[config.mk]
export PLATFORM = sky130hd
export DESIGN_NAME = cti_divider
export DESIGN_NICKNAME = d
export VERILOG_FILES = /design/src/design/cti_pkg.sv /design/src/design/cti_divider.sv
export SDC_FILE = /design/constraint.sdc
export NUM_CORES = 1
export LEC_CHECK = 0
export BUFFER_PORTS_ARGS = -buffer_cell sky130_fd_sc_hd__buf_2
export CAP_MARGIN = 5
export CORE_MARGIN = 8
export CORE_UTILIZATION = 50
export CTS_BUF_LIST = sky130_fd_sc_hd__clkbuf_4
export DETAILED_ROUTE_END_ITERATION = 8
export PLACE_DENSITY_LB_ADDON = 0.12
export SYNTH_ARGS = -nofsm -noshare
export SYNTH_HDL_FRONTEND = slang
export SYNTH_SLANG_ARGS = --single-unit
[constraint.sdc]
create_clock -name clock -period 3.7 [get_ports clock]
set_input_delay 0.185 -clock clock [delete_from_list [all_inputs] [get_ports clock]]
set_output_delay 0.185 -clock clock [all_outputs]
set_load 0.1 [all_outputs]
[src/design/cti_pkg.sv]
package cti_pkg;

   localparam int TableDepthDefault = 4096;

   localparam int ReqDataW = 144;
   localparam int RspDataW = 104;
   localparam int CsrIdxW  = 2;
   localparam int CsrDataW = 48;

   localparam logic [CsrIdxW-1:0] CSR_TABLE_COUNT = 2'd0;
   localparam logic [CsrIdxW-1:0] CSR_TEMP_SCALE  = 2'd1;
   localparam logic [CsrIdxW-1:0] CSR_COOL_SCALE  = 2'd2;
   localparam logic [CsrIdxW-1:0] CSR_FLOOR_TEMP  = 2'd3;

   localparam logic [12:0] COUNT_RESET = 13'd2;
   localparam logic [47:0] TSCALE_RESET = 48'd65536;
   localparam logic [31:0] CSCALE_RESET = 32'd0;
   localparam logic [31:0] FLOOR_RESET = 32'd10000;

   localparam logic MODE_LOAD = 1'b0;
   localparam logic MODE_CELL = 1'b1;

   localparam logic [6:0] DIV_STEPS_TEMP = 7'd32;
   localparam logic [6:0] DIV_STEPS_RATE = 7'd64;

   typedef enum logic [3:0] {
      ST_IDLE,
      ST_MUL,
      ST_DRAIN,
      ST_POST,
      ST_TDIV,
      ST_SRCH,
      ST_SCMP,
      ST_FLO,
      ST_FHI,
      ST_FGOT,
      ST_DIFF,
      ST_MDIV,
      ST_SCALE,
      ST_DONE
   } state_type;

   typedef enum logic [2:0] {
      PH_NUM,
      PH_DIFF,
      PH_SQ,
      PH_F,
      PH_PROD
   } phase_type;

   typedef struct packed {
      logic        start;
      logic [6:0]  steps;
      logic [31:0] divisor;
      logic [31:0] rem;
      logic [63:0] quo;
   } div_cmd_type;

endpackage

[src/design/cti_divider.sv]
module cti_divider (
   input  logic                 clock,
   input  logic                 reset,
   input  cti_pkg::div_cmd_type cmd,
   output logic                 busy,
   output logic [63:0]          quotient
);
   import cti_pkg::*;

   logic [6:0]  cnt_ff, cnt_in;
   logic [31:0] rem_ff, rem_in;
   logic [31:0] div_ff, div_in;
   logic [63:0] quo_ff, quo_in;
   logic [32:0] trial;
   logic [32:0] diff;
   logic        ge;

   // restoring division, one quotient bit per cycle
   always_comb begin
      trial  = {rem_ff, quo_ff[63]};
      diff   = trial - {1'b0, div_ff};
      ge     = trial >= {1'b0, div_ff};
      cnt_in = cnt_ff;
      rem_in = rem_ff;
      div_in = div_ff;
      quo_in = quo_ff;
      if (cmd.start) begin
         cnt_in = cmd.steps;
         rem_in = cmd.rem;
         div_in = cmd.divisor;
         quo_in = cmd.quo;
      end else if (cnt_ff != 7'd0) begin
         cnt_in = cnt_ff - 7'd1;
         rem_in = ge ? diff[31:0] : trial[31:0];
         quo_in = {quo_ff[62:0], ge};
      end
   end

   always_ff @(posedge clock) begin
      if (reset) begin
         cnt_ff <= 7'd0;
      end else begin
         cnt_ff <= cnt_in;
      end
   end

   always_ff @(posedge clock) begin
      rem_ff <= rem_in;
      div_ff <= div_in;
      quo_ff <= quo_in;
   end

   assign busy     = cnt_ff != 7'd0;
   assign quotient = quo_ff;

endmodule

# Yosys cells after proc, flatten, opt, wreduce, memory -nomap -nowiden

Index checks and enable logic that the tools add are counted.

Multipliers: 0
Shift-type cells: 0
Magnitude comparators: 1
Muxes and demuxes: 7
Div/mod/pow operators: 0
Add/subtract/negate cells: 2
Bitwise gates (word level): 0
Equality and inequality tests: 0
Reductions and logical operators: 2

Operator list:

| cell                                              | count |
|---|---|
| 2-to-1 mux 64 bit                                 | 2 |
| 2-to-1 mux 32 bit                                 | 3 |
| greater-or-equal comparator 33 x 32 -> 1 bit      | 1 |
| subtractor 32 bit                                 | 1 |
| 2-to-1 mux 7 bit                                  | 2 |
| nonzero test 7 bit                                | 1 |
| subtractor 7 x 1 -> 7 bit (second input constant) | 1 |
| nonzero test 2 bit                                | 1 |

ROM bits: 0
Bits in latches: 0
RAM bits: 0
Register bits after elaboration: 135
Memories kept: 0
Output and inout port bits: 65

# Longest topological paths before layout

Word-level depth: 4
Depth in mapped cells: 12

# Worst setup path after synthesis

No wires, ideal clock.

Path type: register -> register
Start: reg cnt_ff[0]
End: reg quo_ff[0] (netlist: quotient[0]), enable pin
Slack: -145 ps
Period minus slack after synthesis: 3,845 ps
Stages on the path, launching flop included: 7
Arrival: 2,948 ps
Buffers on the path: 0
Library setup time: 897 ps
Path through: dfxtp_1 -> inv_1 -> ha_1 -> nand2b_1 -> or4_1 -> nor2_1 -> nand2_1

Longest elaborated chain between the ends: 2

Ends and longest elaborated chain:

| element                             | line              | text |
|---|---|---|
| start, declared                     | cti_divider.sv:10 | `logic [6:0] cnt_ff, cnt_in;` |
| start signal, assigned              | cti_divider.sv:43 | `cnt_ff <= cnt_in;` |
| nonzero test 7 bit                  | cti_divider.sv:32 | `end else if (cnt_ff != 7'd0) begin` |
| nonzero test 2 bit (no source line) | n/a               |  |
| end signal, assigned                | cti_divider.sv:50 | `quo_ff <= quo_in;` |
| end, declared                       | cti_divider.sv:13 | `logic [63:0] quo_ff, quo_in;` |

No other way between the ends.
A chain may end at the register's enable or synchronous reset.

# Worst setup path after layout

Start: reg quo_ff[63] (netlist: quotient[63])
End: reg rem_ff[26] (data pin)

Longest elaborated chain between the ends: 4
Elaborated cells between the ends (all ways): 5
Classes of those cells: add/sub: 1; order compare: 1; mux: 3

Ends and longest elaborated chain:

| element                                                                                  | line                                 | text |
|---|---|---|
| subtractor 32 bit / greater-or-equal comparator 33 x 32 -> 1 bit (equally long branches) | cti_divider.sv:21, cti_divider.sv:22 |  |
| 2-to-1 mux 32 bit *                                                                      | cti_divider.sv:34                    | `rem_in = ge ? diff[31:0] : trial[31:0];` |
| 2-to-1 mux 32 bit *                                                                      | cti_divider.sv:32                    |  |
| 2-to-1 mux 32 bit *                                                                      | cti_divider.sv:27                    | `if (cmd.start) begin` |
| named net rem_in[26]                                                                     | cti_divider.sv:11                    | `logic [31:0] rem_ff, rem_in;` |
| end signal, assigned                                                                     | cti_divider.sv:48                    | `rem_ff <= rem_in;` |
| end, declared                                                                            | cti_divider.sv:11                    |  |

The timed path passes the listed nets; every way through them passes the cells marked *. The select of a mux whose other input is x is not followed.

==> impl_metrics.tcl <==
set metrics [dict create \
    ant_nets 0 \
    hold_buffers 141 \
    ys_async_sr_fraction 0 \
    status "completed" \
    post-route-util 0.703 \
    slew_viol_final 0 \
    worstSetupPathType "reg2reg" \
    synth_area_um2 7640 \
    rsz0062_at_grt "false" \
    grt-ovfl-total 0 \
    synth_nets 841 \
    ys_seq_area_frac 0.522 \
    routed_wl_um 24600 \
    clock_skew_ns 0.0229 \
    dpl-instance-area_um2 8860 \
    ys_ff_latch 135 \
    power_leakage_nw 4.51 \
    hpwl_um 15800 \
    post-place-cells 1037 \
    cts_made_buffers 17 \
    core_area_um2 15100 \
    drive_gt1_frac 0.313 \
    cp-start-kind "flop" \
    worst_slew_pin_slew_ns 0.813 \
    synth_area_leaders "edfxtp_1 (50%), mux2_2 (9.4%), ha_1 (5.4%), inv_1 (2.6%), nand2_1 (2.4%)" \
    synth_edf_count 128 \
    die_y_um 140 \
    syn-instance-count 669 \
    cts_root_buffer "clkbuf_4" \
    postCtsSetupBuffers 0 \
    netlist.area_leader.share 0.503 \
    start_util 0.506 \
    yosysWarnings 0 \
    die_w_um 140 \
    die_area_um2 19500 \
    place_worst_setup_slack_ns 0.580 \
    design_area_um2 10600 \
    nNetsFinal 1182 \
    cp.required_ns 3.99 \
    vias 6905 \
    min_path_type "in2reg" \
    clock-sinks 135 \
    antenna_found_initial 4 \
    fp-row-count 45 \
    peakVddDrop_v 0.000528 \
    endpoint_kind "flop" \
    whs_ns 0.276 \
    dr.pass1.iters 5 \
    drcViolationCount 0 \
    layout.cells.non_filler 1213 \
    cts.clk_slew.worst_paths_ns 0.13 \
    layout_min_cycle_time_ns 3.16 \
    hold_viol 0 \
    drtIter0Drc 631 \
    max_freq_ghz 0.316 \
    worstPathMaxFanout 3 \
    crit_arrival_ns 3.46 \
    avgSynthCellArea_um2 11.4 \
    cts_tree "built" \
    yosysUniqueCellTypes 59 \
    relSlewSlack 0.457 \
    max_cap_viol_count 0 \
    fill_cells 1093 \
    cts_max_path_buffers 2 \
    io_pins 203 \
    syn_to_final_growth_pct 38.9 \
    setup_tns_ns 0 \
    grt_max_degree 148 \
    min_period_over_period 0.855 \
    htree_levels 4 \
    track_usage 0.252 \
    ys.flop_type "edfxtp_1" \
    io_buffers 202 \
    grt_pass1_wl_um 39100 \
    setup_viol 0 \
    wl_per_cell_um 20.3 \
    clock_latency_ns 0.56 \
    cts-resized-gates 0 \
    gp_congestion 0.940 \
    yosysTopAreaCell "edfxtp_1" \
    grt_pass1_vias 7338 \
    via_per_inst 5.69 \
    powerDensity_nw_per_um2 709 \
    setup_slack_ns 0.538 \
    finalPower_mw 7.52 \
]
==> metal layers <==
layer / part of all wire / wire, um / global-route usage
met1: 0.41 / 10000 / 0.300
met2: 0.49 / 12000 / 0.426
met3: 0.090 / 2200 / 0.0869
met4: 0.016 / 404 / 0.0737
met5: 0 / 0 / 0
==> cells by family after synthesis <==
logic type | share of synthesized area
AND/OR/NAND/NOR | 0.0901
buffers and inverters | 0.0439
AO/OA/AOI/OAI | 0.159
multiplexers | 0.0957
adder cells (fa/ha/maj) | 0.0567
XOR/XNOR | 0.0333
flip-flops | 0.522
==> registers in the layout, summed over array words and instances (netlist names) <==
signal and cells:
div_ff 32, cnt_ff 7, quotient 64, rem_ff 32
==> path summary, 6_finish.rpt <==
check                      to          from  cells past startpoint  slack (ns)
setup / recovery   rem_ff[26]  quotient[63]                     12        0.54
hold / removal      div_ff[5]      cmd[135]                      2        0.28
setup reg to reg   rem_ff[26]  quotient[63]                     12        0.54
hold reg to reg   quotient[6]   quotient[5]                      1        0.60
==> Yosys cell counts, drive strengths merged, types with 3 or more instances <==
| cell | number |
|---|---|
| edfxtp | 128 |
| mux2 | 64 |
| inv | 52 |
| nand2 | 50 |
| o21ai | 42 |
| a21oi | 36 |
| ha | 33 |
| nor2 | 32 |
| xnor2 | 21 |
| clkbuf | 18 |
| o211ai | 17 |
| a31oi | 15 |
| buf | 15 |
| nand4 | 15 |
| a2bb2oi | 13 |
| a21o | 12 |
| nand3 | 10 |
| o311ai | 10 |
| nor3 | 9 |
| xor2 | 8 |
| dfxtp | 7 |
| nand2b | 7 |
| a211oi | 6 |
| and3 | 5 |
| o31ai | 5 |
| or3 | 5 |
| a211o | 4 |
| o21a | 4 |
| o221ai | 3 |
==> critical path, stage by stage (launching register included) <==
cell and delay (ns):
edfxtp_1 0.41, inv_1 0.10, ha_1 0.17, inv_1 0.06
fa_1 0.41, a21o_1 0.26, a221oi_4 0.32, o21ai_1 0.16
a211o_1 0.30, nor2_2 0.14, mux2i_1 0.09, a2111oi_1 0.39
o211ai_1 0.12
==> cell type report <==
cell class / instances / area [um2] / area share
Clock buffer: 19 / 143 / 0.0134
Sequential cell: 135 / 3980 / 0.375
Inverter: 52 / 195 / 0.0184
Timing Repair Buffer: 355 / 2540 / 0.240
Tap cell: 188 / 235 / 0.0222
Clock inverter: 11 / 175 / 0.0165
Antenna cell: 4 / 10.0 / 0.000943
Multi-Input combinational cell: 449 / 3330 / 0.314
==> power by group <==
group,switching (mW),total [mW],leakage (nW),internal [mW]
clock,0.573,1.12,0.167,0.549
sequential,0.216,2.34,1.38,2.12
combinational,2.69,4.06,2.97,1.37
total,3.48,7.52,4.51,4.04
==> cell usage in the layout, fill, tap and decap left out, drive strengths merged, types with 5 or more instances in the layout <==
master	instances
buf	213
dlygate4sd3	142
edfxtp	128
mux2	64
inv	54
nand2	50
o21ai	42
a21oi	36
ha	33
nor2	32
xnor2	21
clkbuf	19
o211ai	17
nand4	15
a31oi	15
a2bb2oi	13
a21o	12
nand3	10
o311ai	10
nor3	9
xor2	8
nand2b	7
dfxtp	7
a211oi	6
or3	5
and3	5
o31ai	5
No activity file was read; power rests on OpenSTA's default activity.
